File: config.mk
export PLATFORM = sky130hd
export DESIGN_NAME = keypad_scan_number_entry
export DESIGN_NICKNAME = d
export VERILOG_FILES = /design/src/hdl/kpsn_pkg.sv /design/src/hdl/kpsn_scan.sv /design/src/hdl/keypad_scan_number_entry.sv
export SDC_FILE = /design/constraint.sdc
export NUM_CORES = 1
export LEC_CHECK = 0
export BUFFER_PORTS_ARGS = -buffer_cell sky130_fd_sc_hd__buf_2
export CORE_MARGIN = 10
export CORE_UTILIZATION = 65
export DETAILED_ROUTE_END_ITERATION = 8
export PLACE_DENSITY = 0.94
export SYNTH_ARGS = -nofsm -noshare
export SYNTH_HDL_FRONTEND = slang
export SYNTH_HIERARCHICAL = 1
export SYNTH_SLANG_ARGS = --single-unit
File: constraint.sdc
create_clock -name i_clk -period 13.6 [get_ports i_clk]
set_input_delay 2.72 -clock i_clk [delete_from_list [all_inputs] [get_ports i_clk]]
set_output_delay 2.72 -clock i_clk [all_outputs]
set_load 0.01 [all_outputs]
File: src/hdl/kpsn_pkg.sv
`timescale 1ns / 1ps
// ----------------------------------------------------------------------------
// Keypad scan package
// Shared types, constants and the key character table for the 4x4 keypad
// scanner with decimal number entry.
// ----------------------------------------------------------------------------
package kpsn_pkg;

    // Widths of the request and result fields
    localparam int COL_W   = 4;
    localparam int ROW_W   = 4;
    localparam int CODE_W  = 8;
    localparam int NUM_W   = 32;
    localparam int DEB_W   = 16;

    // Column and row levels with nothing pulled low
    localparam logic [COL_W-1:0] ALL_HIGH = 4'hF;
    localparam logic [DEB_W-1:0] DEB_MAX  = 16'hFFFF;
    localparam logic [DEB_W-1:0] DEB_RESET = 16'd20;

    // Character codes that bound the digit keys
    localparam logic [CODE_W-1:0] CHAR_ZERO = 8'h30;
    localparam logic [CODE_W-1:0] CHAR_NINE = 8'h39;

    // Scan phases, one-hot
    typedef enum logic [4:0] {
        PH_IDLE     = 5'b00001,
        PH_DEBOUNCE = 5'b00010,
        PH_ROWSCAN  = 5'b00100,
        PH_COLFIND  = 5'b01000,
        PH_RELEASE  = 5'b10000
    } t_phase;

    // One result of a scan tick
    typedef struct packed {
        logic              number_done;
        logic [NUM_W-1:0]  number_value;
        logic [CODE_W-1:0] key_code;
        logic              key_valid;
        logic [ROW_W-1:0]  row_drive;
    } t_result;

    // Row pattern with one row pulled low
    function automatic logic [ROW_W-1:0] single_row_low(input logic [1:0] row);
        logic [ROW_W-1:0] pat;
        pat      = ALL_HIGH;
        pat[row] = 1'b0;
        return pat;
    endfunction

    // Key characters, rows 0..3 by columns 0..3
    function automatic logic [CODE_W-1:0] key_char(input logic [3:0] idx);
        logic [CODE_W-1:0] ch;
        unique case (idx)
            4'd0:    ch = "7";
            4'd1:    ch = "8";
            4'd2:    ch = "9";
            4'd3:    ch = "/";
            4'd4:    ch = "4";
            4'd5:    ch = "5";
            4'd6:    ch = "6";
            4'd7:    ch = "X";
            4'd8:    ch = "1";
            4'd9:    ch = "2";
            4'd10:   ch = "3";
            4'd11:   ch = "-";
            4'd12:   ch = "C";
            4'd13:   ch = "0";
            4'd14:   ch = "=";
            default: ch = "+";
        endcase
        return ch;
    endfunction

endpackage

File: src/hdl/kpsn_scan.sv
`timescale 1ns / 1ps
// ----------------------------------------------------------------------------
// Keypad scan state machine
// Holds the scan state and the number accumulator, and forms the result of
// one tick from the column levels of the current request.
// ----------------------------------------------------------------------------
module kpsn_scan
    import kpsn_pkg::*;
(
    input  logic              i_clk,
    input  logic              i_rst_n,
    input  logic              i_cfg_wr_en,
    input  logic [DEB_W-1:0]  i_cfg_wr_data,
    input  logic              i_step,
    input  logic [COL_W-1:0]  i_col_levels,
    output t_result           o_result
);

    t_phase            r_phase,     n_phase;
    logic [DEB_W-1:0]  r_deb_count, n_deb_count;
    logic [DEB_W-1:0]  r_deb_ticks;
    logic [2:0]        r_scan_row,  n_scan_row;
    logic [1:0]        r_found_row, n_found_row;
    logic [1:0]        r_found_col, n_found_col;
    logic [NUM_W-1:0]  r_accum,     n_accum;

    logic [DEB_W-1:0]  deb_inc;
    logic [2:0]        row_inc;
    logic [ROW_W-1:0]  drive;
    logic              valid;
    logic [CODE_W-1:0] code;
    logic              is_digit;
    logic [NUM_W-1:0]  accum_x10;
    logic [NUM_W-1:0]  shown;
    logic              done;

    // Saturating debounce count and next row index
    assign deb_inc = (r_deb_count == DEB_MAX) ? r_deb_count : r_deb_count + 1'b1;
    assign row_inc = r_scan_row + 3'd1;

    // Advance the scan one step
    always_comb begin
        n_phase     = r_phase;
        n_deb_count = r_deb_count;
        n_scan_row  = r_scan_row;
        n_found_row = r_found_row;
        n_found_col = r_found_col;
        drive       = '0;
        valid       = 1'b0;
        code        = '0;
        unique case (r_phase)
            PH_DEBOUNCE: begin
                n_deb_count = deb_inc;
                if (deb_inc >= r_deb_ticks) begin
                    n_scan_row = 3'd0;
                    drive      = single_row_low(2'd0);
                    n_phase    = PH_ROWSCAN;
                end
            end
            PH_ROWSCAN: begin
                if (i_col_levels != ALL_HIGH) begin
                    n_found_row = r_scan_row[1:0];
                    n_phase     = PH_COLFIND;
                end else begin
                    n_scan_row = row_inc;
                    if (row_inc[2]) begin
                        n_phase = PH_IDLE;
                    end else begin
                        drive = single_row_low(row_inc[1:0]);
                    end
                end
            end
            PH_COLFIND: begin
                n_phase = PH_RELEASE;
                priority if (!i_col_levels[0]) begin
                    n_found_col = 2'd0;
                end else if (!i_col_levels[1]) begin
                    n_found_col = 2'd1;
                end else if (!i_col_levels[2]) begin
                    n_found_col = 2'd2;
                end else if (!i_col_levels[3]) begin
                    n_found_col = 2'd3;
                end else begin
                    n_phase = PH_IDLE;
                end
            end
            PH_RELEASE: begin
                if (i_col_levels == ALL_HIGH) begin
                    valid   = 1'b1;
                    code    = key_char({r_found_row, r_found_col});
                    n_phase = PH_IDLE;
                end
            end
            default: begin
                n_phase = PH_IDLE;
                if (i_col_levels != ALL_HIGH) begin
                    n_deb_count = '0;
                    n_phase     = PH_DEBOUNCE;
                end
            end
        endcase
    end

    // Build the number: times ten as shift-and-add
    assign is_digit  = (code >= CHAR_ZERO) && (code <= CHAR_NINE);
    assign accum_x10 = {r_accum[NUM_W-4:0], 3'b000} + {r_accum[NUM_W-2:0], 1'b0};

    always_comb begin
        n_accum = r_accum;
        shown   = r_accum;
        done    = 1'b0;
        if (valid) begin
            if (is_digit) begin
                n_accum = accum_x10 + {{(NUM_W-CODE_W){1'b0}}, code - CHAR_ZERO};
                shown   = n_accum;
            end else begin
                done    = 1'b1;
                n_accum = '0;
            end
        end
    end

    assign o_result = '{
        number_done:  done,
        number_value: shown,
        key_code:     code,
        key_valid:    valid,
        row_drive:    drive
    };

    // Hold the debounce length
    always_ff @(posedge i_clk) begin
        if (!i_rst_n) begin
            r_deb_ticks <= DEB_RESET;
        end else if (i_cfg_wr_en) begin
            r_deb_ticks <= i_cfg_wr_data;
        end
    end

    // Update the scan state on each accepted request
    always_ff @(posedge i_clk) begin
        if (!i_rst_n) begin
            r_phase     <= PH_IDLE;
            r_deb_count <= '0;
            r_scan_row  <= '0;
            r_found_row <= '0;
            r_found_col <= '0;
            r_accum     <= '0;
        end else if (i_step) begin
            r_phase     <= n_phase;
            r_deb_count <= n_deb_count;
            r_scan_row  <= n_scan_row;
            r_found_row <= n_found_row;
            r_found_col <= n_found_col;
            r_accum     <= n_accum;
        end
    end

endmodule

File: src/hdl/keypad_scan_number_entry.sv
`timescale 1ns / 1ps
// ----------------------------------------------------------------------------
// Keypad scanner with decimal number entry
// 4x4 matrix keypad scanner; digit keys build a decimal number.
// ----------------------------------------------------------------------------
// Each request carries one sample of the column pins and yields exactly one
// result: the row pattern to drive next, the key reported on release (if
// any), and the running number. A request is taken every cycle while the
// skid register is empty; its result is registered in the output register,
// or in the skid register when the output is stalled. This two-entry buffer
// lets the input side take one more request while the downstream stalls.
// The debounce length is written through i_cfg_wr_en / i_cfg_wr_data and
// must only be changed while no results are outstanding.
// ----------------------------------------------------------------------------
module keypad_scan_number_entry
    import kpsn_pkg::*;
(
    input  logic              i_clk,
    input  logic              i_rst_n,
    input  logic              i_cfg_wr_en,
    input  logic [DEB_W-1:0]  i_cfg_wr_data,   // debounce_ticks
    input  logic              s_axis_tvalid,
    output logic              s_axis_tready,
    input  logic [7:0]        s_axis_tdata,    // [3:0] col_levels, [7:4] zero
    output logic              m_axis_tvalid,
    input  logic              m_axis_tready,
    output logic [47:0]       m_axis_tdata,    // [3:0] row_drive, [11:4] key_code,
                                               // [43:12] number_value, [47:44] zero
    output logic              m_axis_tuser,    // key_valid
    output logic              m_axis_tlast     // number_done
);

    logic    in_take;
    logic    out_take;
    t_result scan_res;

    t_result r_out;
    logic    r_out_valid;
    t_result r_skid;
    logic    r_skid_valid;

    assign s_axis_tready = !r_skid_valid;
    assign in_take       = s_axis_tvalid && s_axis_tready;
    assign out_take      = r_out_valid && m_axis_tready;

    kpsn_scan u_scan (
        .i_clk         (i_clk),
        .i_rst_n       (i_rst_n),
        .i_cfg_wr_en   (i_cfg_wr_en),
        .i_cfg_wr_data (i_cfg_wr_data),
        .i_step        (in_take),
        .i_col_levels  (s_axis_tdata[COL_W-1:0]),
        .o_result      (scan_res)
    );

    // Output stage control: fill, drain and spill into the skid register
    always_ff @(posedge i_clk) begin
        if (!i_rst_n) begin
            r_out_valid  <= 1'b0;
            r_skid_valid <= 1'b0;
        end else begin
            if (r_skid_valid) begin
                if (out_take) begin
                    r_skid_valid <= 1'b0;
                end
            end else if (in_take && r_out_valid && !out_take) begin
                r_skid_valid <= 1'b1;
            end
            if (!r_out_valid || out_take) begin
                r_out_valid <= r_skid_valid || in_take;
            end
        end
    end

    // Output stage payload
    always_ff @(posedge i_clk) begin
        if (!r_out_valid || out_take) begin
            r_out <= r_skid_valid ? r_skid : scan_res;
        end
        if (!r_skid_valid && in_take) begin
            r_skid <= scan_res;
        end
    end

    assign m_axis_tvalid = r_out_valid;
    assign m_axis_tdata  = {4'b0000, r_out.number_value, r_out.key_code, r_out.row_drive};
    assign m_axis_tuser  = r_out.key_valid;
    assign m_axis_tlast  = r_out.number_done;

endmodule

Word-level counts from Yosys, hierarchy flattened
Memories as Yosys holds them, arrays and structs flattened.
Index checks and enable logic that the tools add are counted.
{"block": "totals", "romBits": 112, "reg_bits": 170, "mem_count": 1, "in_bits": 29}
{"name": "(no name shown)", "words": 16, "width": 7, "rd": 1, "rd_clocked_by_memory_dff": 0, "write_ports": 0, "line": "kpsn_pkg.sv:54", "source": "unique case (idx)"}
{"block": "op_classes", "reduce_logical": 21, "n_eq_ne": 11, "addsub": 5, "order_cmp": 5, "n_mux": 39, "n_bitwise": 2}
{"op": "32-bit 2-to-1 mux", "count": 3}
{"op": "46-bit 2-to-1 mux", "count": 1}
{"op": "5-bit 2-to-1 mux", "count": 8}
{"op": "32-bit adder", "count": 1}
{"op": "32-bit by 8-bit adder with 32-bit output", "count": 1}
{"op": "16-bit 2-to-1 mux", "count": 2}
{"op": "16-bit one-hot mux with 2 select lines", "count": 1}
{"op": "5-bit one-hot mux with 4 select lines", "count": 1}
{"op": "16-bit by 1-bit adder with 16-bit output, second input constant", "count": 1}
{"op": "16-bit equality test, second input constant", "count": 1}
{"op": "16-bit greater-or-equal comparator", "count": 1}
{"op": "8-bit 2-to-1 mux", "count": 2}
{"op": "4-bit 2-to-1 mux", "count": 3}
{"op": "2-bit 2-to-1 mux", "count": 5}
{"op": "3-bit AND reduction", "count": 3}
{"op": "8-bit by 6-bit greater-or-equal comparator with 1-bit output, second input constant", "count": 1}
{"op": "8-bit by 6-bit <= comparator with 1-bit output, second input constant", "count": 1}
{"op": "1-bit 2-to-1 mux", "count": 8}
{"op": "4-bit one-hot mux with 2 select lines", "count": 1}
{"op": "4-bit AND reduction", "count": 2}
{"op": "8-bit by 6-bit subtractor with 8-bit output, second input constant", "count": 1}
{"op": "1-bit logical AND", "count": 7}
{"op": "3-bit 2-to-1 mux", "count": 2}
{"op": "3-bit one-hot mux with 2 select lines", "count": 1}
{"op": "20 further kinds", "count": 25}

Logic depth before layout (Yosys ltp)
Gate-level depths: netlist of the first run.
{"block": "depth", "ltp_word": 10, "ltp_mapped": 21}

Hierarchy
The synthesis of the first run kept the hierarchy.
{"mod": "kpsn_scan", "instances": 1, "cells_each": 838, "area_each_um2": 6453.7, "seq_area_each_um2": 1521.5}
{"mod": "keypad_scan_number_entry", "instances": 1, "cells_each": 159, "area_each_um2": 3679.8, "seq_area_each_um2": 2802.7}

Least setup slack after synthesis of the first run
OpenSTA, ideal clock, no wires.
{"block": "synth_path", "path_type": "input port to flip-flop", "start": "input s_axis_tdata[2]", "end": "register r_out (netlist bit m_axis_tdata[37]), data pin", "arrival_ns": 7.208, "stages": 19, "path_buffers": 1, "path_slack_ns": 6.132, "path_cell_list": "nand4_1 or4_1 buf_2 a21oi_1 ha_1 inv_1 ha_1 inv_1 fa_1 ha_1 a21o_1 a31o_2 nor4_1 o21ai_1 a21oi_1 o21ai_0 xor2_1 mux2_2 mux2_4"}
{"element": "start, declared", "line": "keypad_scan_number_entry.sv:24", "source": "input logic [7:0] s_axis_tdata,"}
{"element": "end signal, assigned", "line": "keypad_scan_number_entry.sv:78", "source": "r_out <= r_skid_valid ? r_skid : scan_res;"}
{"element": "end, declared", "line": "keypad_scan_number_entry.sv:37", "source": "t_result r_out;"}

==> flow_summary.ini, run 1 <==
[status]
status = finished, final reports clean

[die]
io_pins = 81
dieArea_sq_mm = 0.0210
start_util_pct = 66.4
rows = 45
core-area_sq_mm = 0.0153
die_w_microns = 145
die_h_microns = 145

[routing]
vias_per_cell = 6.21
routedWlPerCell_microns = 18.3
antenna_left = 0
drt_iter0_drc = 847
vias = 7898
drt_pass1_iterations = 7
drt_wl_total_microns = 23300
drc = 0

[cts]
postCtsSetupRepairBufs = 0
cts_hold_buffers = 0
cts.path.max_buffers = 2
cts_root_buffer = clkbuf_16
ctsHtreeMaxLevel = 4
cts_resized = 0
cts.reportedPaths.clkPinSlew_ps = 70
clock_latency_ps = 440
cts.sinks = 170
cts_buffers = 17
cts_tree = built

[final_layout]
layout_common_cells = 104 x nand2_1, 92 x edfxtp_1, 86 x ha_1
fin_nets = 1168
final_common_cell = nand2_1
final_area_sq_mm = 0.0112
fillers = 978
area_growth_pct = 10.0
drive_gt1_share_pct = 16.6
final_util_pct = 73.1

[setup_path]
r2r_setup_slack_ps = 7240
cp-start-kind = input port
r2r_start = u_scan/r_phase[4]$_SDFFE_PN0P_
crit_type = input port to flip-flop
cp-end-kind = flip-flop
crit_top_cell = ha_1
slowest_stage = or4_1
crit_chain = buf_2 > nand4_1 > or4_1 > a21oi_1 > ha_1 > inv_1 > ha_1 > inv_1 > fa_1 > ha_1 > a21o_1 > nand2_1 > a21oi_1 > nor3_1 > nand2_1 > a41o_1 > a211oi_1 > o31ai_1 > mux2_4
cp_max_fo = 10
endpoint = m_axis_tdata[38]$_DFFE_PP_
worst_r2r_endpoint = m_axis_tdata[38]$_DFFE_PP_
cpPeakStageDelay_ps = 800
worstPathRequired_ps = 13790
critical_path_arrival_ps = 8610
rr_worst_depth = 18
crit_start = s_axis_tdata[0]

[timing]
finalMaxSlewViolations = 0
fin_ws_ps = 5170
hold_viol_final = 0
finalSetupViolations = 0
fmax_ghz = 0.119
grt_setup_unrepaired = false
relSlewSlack_pct = 23.5
hold_slack_ps = 490
tightest_slew_ps = 1150
finClkSkew_ps = 10.1
finalSetupTns_ps = 0
min_period_ps = 8430
period_share_pct = 62.0

[logic_synthesis]
synth_top_area_cell = edfxtp_1
synth_area_leaders = edfxtp_1 27%, dfxtp_1 15%, ha_1 11%, mux2_4 6.8%, o21ai_0 4.0%
synth_top_area_share_pct = 27.3
ys_seq_elements = 170
ys_types = 71
syn_area_sq_mm = 0.0101
synthCells = 997
avgSynthCellArea_sq_um = 10.2
synth_edf_count = 92
synth_ff_type = edfxtp_1
synthArstFlopShare_pct = 0
ys_seq_area_share_pct = 42.7
ys_warn_count = 6

[global_routing]
grt_pass1_wl_microns = 37200
grt_usage_pct = 22.1
grt_pass1_vias = 7654
antenna_found_initial = 0
grt_overflow_total = 0
grt_max_degree = 67

[placed_design]
hpwlAfterDp_microns = 15800
placed_area_sq_mm = 0.0105
place.gp.congestion = 0.900
numPortBuffers = 72
preCtsSetupSlack_ps = 5050

[pwr]
p_per_area_mw_per_mm2 = 105
p_leak_nw = 4.96
ir_drop_mv = 0.0907

[flow_run]
drv_cap = 0

[min_path]
hold_path.class = flip-flop to flip-flop
==> power by group <==
| part | switching, mW | total [mW] | internal [mW] | leakage, nW |
|---|---|---|---|---|
| combinational | 0.0395 | 0.0653 | 0.0258 | 3.01 |
| sequential | 0.00773 | 0.569 | 0.562 | 1.63 |
| clock | 0.210 | 0.540 | 0.330 | 0.324 |
==> cell families (layout without fill, tap and decap cells) <==
family                   count (synthesis)  after routing  share of synthesized area (%)
buffers and inverters                  100            160                           5.17
AO/OA/AOI/OAI                          238            238                           14.8
flip-flops                             170            170                           42.7
multiplexers                            65             65                           8.73
XOR/XNOR                                38             38                           3.28
adder cells (fa/ha/maj)                 92             92                           11.8
AND/OR/NAND/NOR                        292            292                           13.5
other                                    2              6                         0.0741
==> synthesized netlist by cell type (10+ instances only) <==
master    count
nor3_1       13
edfxtp_1     92
a21oi_1      52
nor2b_1      13
a21o_1       15
o21ai_0      80
ha_1         86
nand2_1     104
a31oi_1      10
mux2i_1      16
nand4_1      13
o21a_1       11
dfxtp_1      78
xor2_1       19
nor2_1       82
o31ai_1      10
inv_1        49
clkbuf_1     26
xnor2_1      19
nand3_1      20
mux2_4       46
==> sequential cells by signal (all words and copies together) (netlist names) <==
register	cells
u_scan/r_found_row	2
u_scan/r_scan_row	3
m_axis_tdata	44
u_scan/r_phase	5
r_skid_valid	1
u_scan/r_found_col	2
m_axis_tuser	1
u_scan/r_deb_ticks	16
u_scan/r_accum	32
u_scan/r_deb_count	16
m_axis_tvalid	1
r_skid	46
m_axis_tlast	1
==> layout make-up <==
cell class	instances	area [sq um]	share of cell area [%]
Multi-Input combinational cell	730	5310	47.6
Sequential cell	170	4330	38.8
Clock buffer	17	425	3.82
Timing Repair Buffer	78	405	3.64
Tap cell	211	264	2.37
Clock inverter	15	234	2.10
Inverter	50	188	1.68
Antenna cell	1	2.50	0.0224
==> per-layer routing <==
metal / GRT usage [%] / wire length, microns / up-vias
li1: - / - / 3707
met1: 26.8 / 9670 / 3740
met2: 37.6 / 11300 / 388
met3: 4.73 / 1760 / 63
met4: 8.51 / 555 / 0
met5: 0 / 0 / -
==> stage by stage <==
step,power (mW),std cells
after floorplan,0.627,1000
after global placement,0.642,1239
after detailed placement,0.646,1239
after CTS,1.18,1271
after global routing,1.21,1271
final,1.18,1272
==> worst min-delay path by stage <==
stage                                                  start  cells after the start                            endpoint  slack (ps)
final                     u_scan/r_deb_ticks[4]$_SDFFE_PN1P_                      2  u_scan/r_deb_ticks[4]$_SDFFE_PN1P_         490
after global routing       u_scan/r_scan_row[2]$_SDFFE_PN0P_                      2   u_scan/r_scan_row[2]$_SDFFE_PN0P_         510
after CTS                    u_scan/r_accum[29]$_SDFFE_PN0P_                      2     u_scan/r_accum[29]$_SDFFE_PN0P_         490
after detailed placement   u_scan/r_scan_row[2]$_SDFFE_PN0P_                      2   u_scan/r_scan_row[2]$_SDFFE_PN0P_         480
after global placement       u_scan/r_accum[31]$_SDFFE_PN0P_                      2     u_scan/r_accum[31]$_SDFFE_PN0P_         430
after floorplan              u_scan/r_accum[31]$_SDFFE_PN0P_                      2     u_scan/r_accum[31]$_SDFFE_PN0P_         420
==> critical path, delay by kind of cell <==
kind	cells	cell delay, ps
fa+ha+maj	4	1370
compound gates	6	1930
mux	1	310
simple gates	5	2060
buf+inv	3	230
(Power assumes the default switching activity.)
==> run 2: changes to the inputs <==
--- a/config.mk
+++ b/config.mk
@@ -7,9 +7,9 @@
 export LEC_CHECK = 0
 export BUFFER_PORTS_ARGS = -buffer_cell sky130_fd_sc_hd__buf_2
 export CORE_MARGIN = 10
-export CORE_UTILIZATION = 65
+export CORE_UTILIZATION = 61
 export DETAILED_ROUTE_END_ITERATION = 8
-export PLACE_DENSITY = 0.94
+export PLACE_DENSITY = 0.9
 export SYNTH_ARGS = -nofsm -noshare
 export SYNTH_HDL_FRONTEND = slang
 export SYNTH_HIERARCHICAL = 1
==> constraint.sdc (replaced) <==
create_clock -name i_clk -period 8.85 [get_ports i_clk]
set_input_delay 1.77 -clock i_clk [delete_from_list [all_inputs] [get_ports i_clk]]
set_output_delay 1.77 -clock i_clk [all_outputs]
set_load 0.01 [all_outputs]
==> run 2 against run 1 <==
Compared with the run above: final area is 0.54% lower; die area is 5.6% higher; worst setup slack worse by 3400 ps; sequential cell count stayed put; clock-buffer cell count stayed put; final cell count is 0.55% higher; via count is 2.6% lower; critical path depth stayed put; combinational power is 52% higher; critical path type unchanged; highest routed layer unchanged.
==> flow_summary.ini, run 2 (synthesized netlist as in run 1, its figures left out) <==
[status]
status = finished, final reports clean

[final_layout]
area_growth_pct = 9.45
layout_common_cells = 104 x nand2_1, 92 x edfxtp_1, 86 x ha_1
final_common_cell = nand2_1
drive_gt1_share_pct = 16.5
diodes = 0
fin_nets = 1167
top_register = r_skid
fillers = 1152
final_util_pct = 67.6
largest_register_ffs = 46

[cts]
cts_resized = 0
cts_buffers = 17
cts.sinks = 170
cts_hold_buffers = 0
clock_latency_ps = 440
cts.reportedPaths.clkPinSlew_ps = 70
cts_tree = built
ctsHtreeMaxLevel = 4
postCtsSetupRepairBufs = 0
cts.path.max_buffers = 2
cts_root_buffer = clkbuf_16

[routing]
vias = 7689
drt_wl_total_microns = 22000
drt_pass1_iterations = 6
antenna_left = 0
drt_iter0_drc = 668
drc = 0
routedWlPerCell_microns = 17.2
vias_per_cell = 6.01

[die]
die_w_microns = 149
start_util_pct = 61.8
core-area_sq_mm = 0.0164
die_h_microns = 149
io_pins = 81
dieArea_sq_mm = 0.0222
rows = 47

[setup_path]
cp_max_fo = 10
slowest_stage = or4_1
cp-start-kind = input port
crit_chain = buf_2 > nand4_1 > or4_1 > a21oi_1 > ha_1 > inv_1 > ha_1 > inv_1 > fa_1 > ha_1 > a21o_1 > a31o_2 > nor4_1 > o21ai_1 > a21oi_1 > o21ai_0 > xor2_1 > mux2_2 > mux2_4
critical_path_arrival_ps = 7300
worstPathRequired_ps = 9050
cpPeakStageDelay_ps = 810
cp-end-kind = flip-flop
crit_type = input port to flip-flop
crit_top_cell = ha_1

[placed_design]
place.gp.congestion = 0.917
hpwlAfterDp_microns = 15500
numPortBuffers = 72

[timing]
finalMaxSlewViolations = 0
grt_setup_unrepaired = false
min_period_ps = 7110
hold_viol_final = 0
period_share_pct = 80.3
relSlewSlack_pct = 23.4
fmax_ghz = 0.141
finClkSkew_ps = 13.6
tightest_slew_ps = 1150
finalSetupTns_ps = 0
finalSetupViolations = 0

[global_routing]
grt_pass1_wl_microns = 36400
grt_max_degree = 67
antenna_found_initial = 0
grt_usage_pct = 19.8
grt_pass1_vias = 7469
grt_overflow_total = 0

[flow_run]
drv_cap = 0

[pwr]
p_per_area_mw_per_mm2 = 156
ir_drop_mv = 0.132
p_leak_nw = 4.92

[min_path]
hold_path.class = flip-flop to flip-flop
[run 2: worst max-delay path, delay by kind of cell]
kind | cells | cell delay, ps
compound gates | 6 | 1780
simple gates | 3 | 1430
fa+ha+maj | 4 | 1360
mux | 2 | 580
buf+inv | 3 | 210
xor+xnor | 1 | 170
[run 2: final cells by class]
cell class                      instances  area, sq um  area share (%)
Tap cell                              220          275            2.48
Timing Repair Buffer                   77          398            3.59
Sequential cell                       170         4330            39.0
Inverter                               50          188            1.69
Clock buffer                           17          425            3.84
Multi-Input combinational cell        730         5310            47.8
Clock inverter                         15          173            1.56
[run 2: report_power, final]
part           switching (mW)  total [mW]  leakage, nW  internal [mW]
clock network           0.349       0.753        0.292          0.404
logic                  0.0599      0.0995         3.00         0.0396
registers              0.0113       0.874         1.63          0.862
[run 2: worst paths after layout]
check                                  start                              end  slack, ps  cells past startpoint
max                          s_axis_tdata[0]       m_axis_tdata[37]$_DFFE_PP_       1740                     19
min          u_scan/r_accum[30]$_SDFFE_PN0P_  u_scan/r_accum[30]$_SDFFE_PN0P_        470                      2
max reg2reg   u_scan/r_phase[4]$_SDFFE_PN0P_       m_axis_tdata[37]$_DFFE_PP_       2840                     18
min reg2reg  u_scan/r_accum[30]$_SDFFE_PN0P_  u_scan/r_accum[30]$_SDFFE_PN0P_        470                      2
[run 2: per-layer routing]
metal | track usage, % | share of wire [%]
met2 | 32.6 | 48
met4 | 7.46 | 1.9
met3 | 4.73 | 7.1
met1 | 24.8 | 43
met5 | 0 | 0
[run 2: metrics by stage]
| stage | instance area [sq um] | hold WS, ps | power [mW] | instances | setup slack (ps) |
|---|---|---|---|---|---|
| after detailed placement | 10500 | 463 | 0.991 | 1247 | 1420 |
| final | 11100 | 470 | 1.73 | 1279 | 1740 |
| after CTS | 11100 | 468 | 1.73 | 1279 | 1860 |
| after global placement | 10500 | 435 | 0.986 | 1247 | 1530 |
| after floorplan | 10100 | 425 | 0.963 | 1000 | 2330 |
| after global routing | 11100 | 510 | 1.79 | 1279 | 1400 |
==> run 3: changes to the inputs <==
==> constraint.sdc (replaced) <==
create_clock -name i_clk -period 6.8 [get_ports i_clk]
set_input_delay 1.36 -clock i_clk [delete_from_list [all_inputs] [get_ports i_clk]]
set_output_delay 1.36 -clock i_clk [all_outputs]
set_load 0.01 [all_outputs]
==> run 3 against run 2 <==
Compared with the run above: critical endpoint unchanged; register-to-register slack worse by 1800 ps; worst setup slack got worse by 1000 ps; critical path depth increased by 1; highest routed layer unchanged.
==> flow_summary.ini, run 3 (synthesized netlist as in run 1, its figures left out) <==
[die]
start_util_pct = 61.8
rows = 47
io_pins = 81
die_w_microns = 149
core-area_sq_mm = 0.0164
die_h_microns = 149
dieArea_sq_mm = 0.0222

[routing]
drc = 0
drt_pass1_iterations = 5
vias_per_cell = 5.96
vias = 7655
drt_wl_total_microns = 21800
routedWlPerCell_microns = 16.9
antenna_left = 0
drt_iter0_drc = 813

[final_layout]
seq_area_sq_mm = 0.00433
layout_common_cells = 104 x nand2_1, 92 x edfxtp_1, 86 x ha_1
final_common_cell = nand2_1
fillers = 1172
drive_gt1_share_pct = 16.8
final_cells = 1285
area_growth_pct = 9.74
fin_nets = 1172
largest_register_ffs = 46
multi_input_area_sq_mm = 0.00531
top_register = r_skid

[placed_design]
place.gp.congestion = 0.899
dp.cells = 1252
preCtsSetupSlack_ps = 407
numPortBuffers = 72
hpwlAfterDp_microns = 15400

[setup_path]
critical_path_arrival_ps = 6280
crit_type = input port to flip-flop
cpPeakStageDelay_ps = 700
r2r_setup_slack_ps = 1070
slowest_stage = or4_1
cp.buffers_inverters = 4
cp-end-kind = flip-flop
crit_chain = buf_2 > nand4_1 > or4_1 > inv_1 > and2_1 > ha_1 > inv_1 > ha_1 > inv_1 > fa_1 > ha_1 > a21o_1 > a31o_2 > nor4_1 > o21ai_1 > a21oi_1 > o21ai_0 > xor2_1 > mux2_2 > mux2_4
cp-start-kind = input port
worstPathRequired_ps = 6980
cp_max_fo = 9
crit_family = simple AND/OR/NAND/NOR gates

[global_routing]
grt_pass1_wl_microns = 36100
grt_overflow_total = 0
grt_max_degree = 51
antenna_found_initial = 1
grt_pass1_vias = 7388
grt_usage_pct = 19.7

[timing]
grt_setup_unrepaired = false
min_period_ps = 6100
finalSetupTns_ps = 0
tightest_slew_ps = 1160
fin_ws_ps = 700
hold_viol_final = 0
fmax_ghz = 0.164
finalMaxSlewViolations = 0
hold_slack_ps = 493
relSlewSlack_pct = 22.5
finClkSkew_ps = 12.5
period_share_pct = 89.7
finalSetupViolations = 0

[flow_run]
drv_cap = 0

[cts]
ctsHtreeMaxLevel = 4
clock_latency_ps = 430
cts_resized = 0
cts_buffers = 17
cts.reportedPaths.clkPinSlew_ps = 70
cts_hold_buffers = 0
cts_root_buffer = clkbuf_16
cts.sinks = 170
cts.path.max_buffers = 2
postCtsSetupRepairBufs = 0
cts_tree = built

[pwr]
ir_drop_mv = 0.190
p_leak_nw = 4.94
p_per_area_mw_per_mm2 = 201

[min_path]
hold_path.class = flip-flop to flip-flop

[status]
status = finished, final reports clean
[run 3: power breakdown]
part           leakage [nW]  internal [mW]  switching (mW)  total, mW
combinational          3.02         0.0518          0.0777      0.130
sequential             1.63           1.12          0.0150       1.14
clock                 0.286          0.520           0.443      0.963
total                  4.94           1.69           0.536       2.23
[run 3: worst paths after layout]
check	startpoint	to	depth (start not counted)
min	u_scan/r_deb_ticks[9]$_SDFFE_PN0P_	u_scan/r_deb_ticks[9]$_SDFFE_PN0P_	2
max reg2reg	u_scan/r_phase[4]$_SDFFE_PN0P_	m_axis_tdata[37]$_DFFE_PP_	19
max	s_axis_tdata[0]	m_axis_tdata[37]$_DFFE_PP_	20
min reg2reg	u_scan/r_deb_ticks[9]$_SDFFE_PN0P_	u_scan/r_deb_ticks[9]$_SDFFE_PN0P_	2
[run 3: worst reg2reg max path: stages, from the launching register on]
cell     delay (ps)
dfxtp_1         420
or3b_4          440
or4_1           620
inv_1           140
and2_1          210
ha_1            190
inv_1            50
ha_1            260
inv_1            40
fa_1            440
ha_1            380
a21o_1          220
a31o_2          240
nor4_1          260
o21ai_1         230
a21oi_1         370
o21ai_0         190
xor2_1          210
mux2_2          320
mux2_4          270
[run 3: through the flow]
stage | utilization, % | power, mW | area [sq um]
CTS | 67.8 | 2.24 | 11100
global route | 67.8 | 2.30 | 11100
finish | 67.8 | 2.23 | 11100
global placement | 64.2 | 1.28 | 10500
floorplan | - | 1.25 | 10100
detailed placement | 64.2 | 1.29 | 10500
[run 3: layer usage]
| metal | global-route usage [%] | share of wire, % |
|---|---|---|
| met1 | 25.2 | 42 |
| met2 | 32.2 | 47 |
| met3 | 4.61 | 8.6 |
| met4 | 6.33 | 1.8 |
| met5 | 0 | 0 |
[run 3: cell type report]
class	instances	area share (%)
antenna	1	0.0225
clock buffer	17	3.83
clock inverter	15	1.46
inverter	50	1.69
multi-input combinational	730	47.7
sequential	170	38.9
tap	220	2.48
timing repair buffer	82	3.92
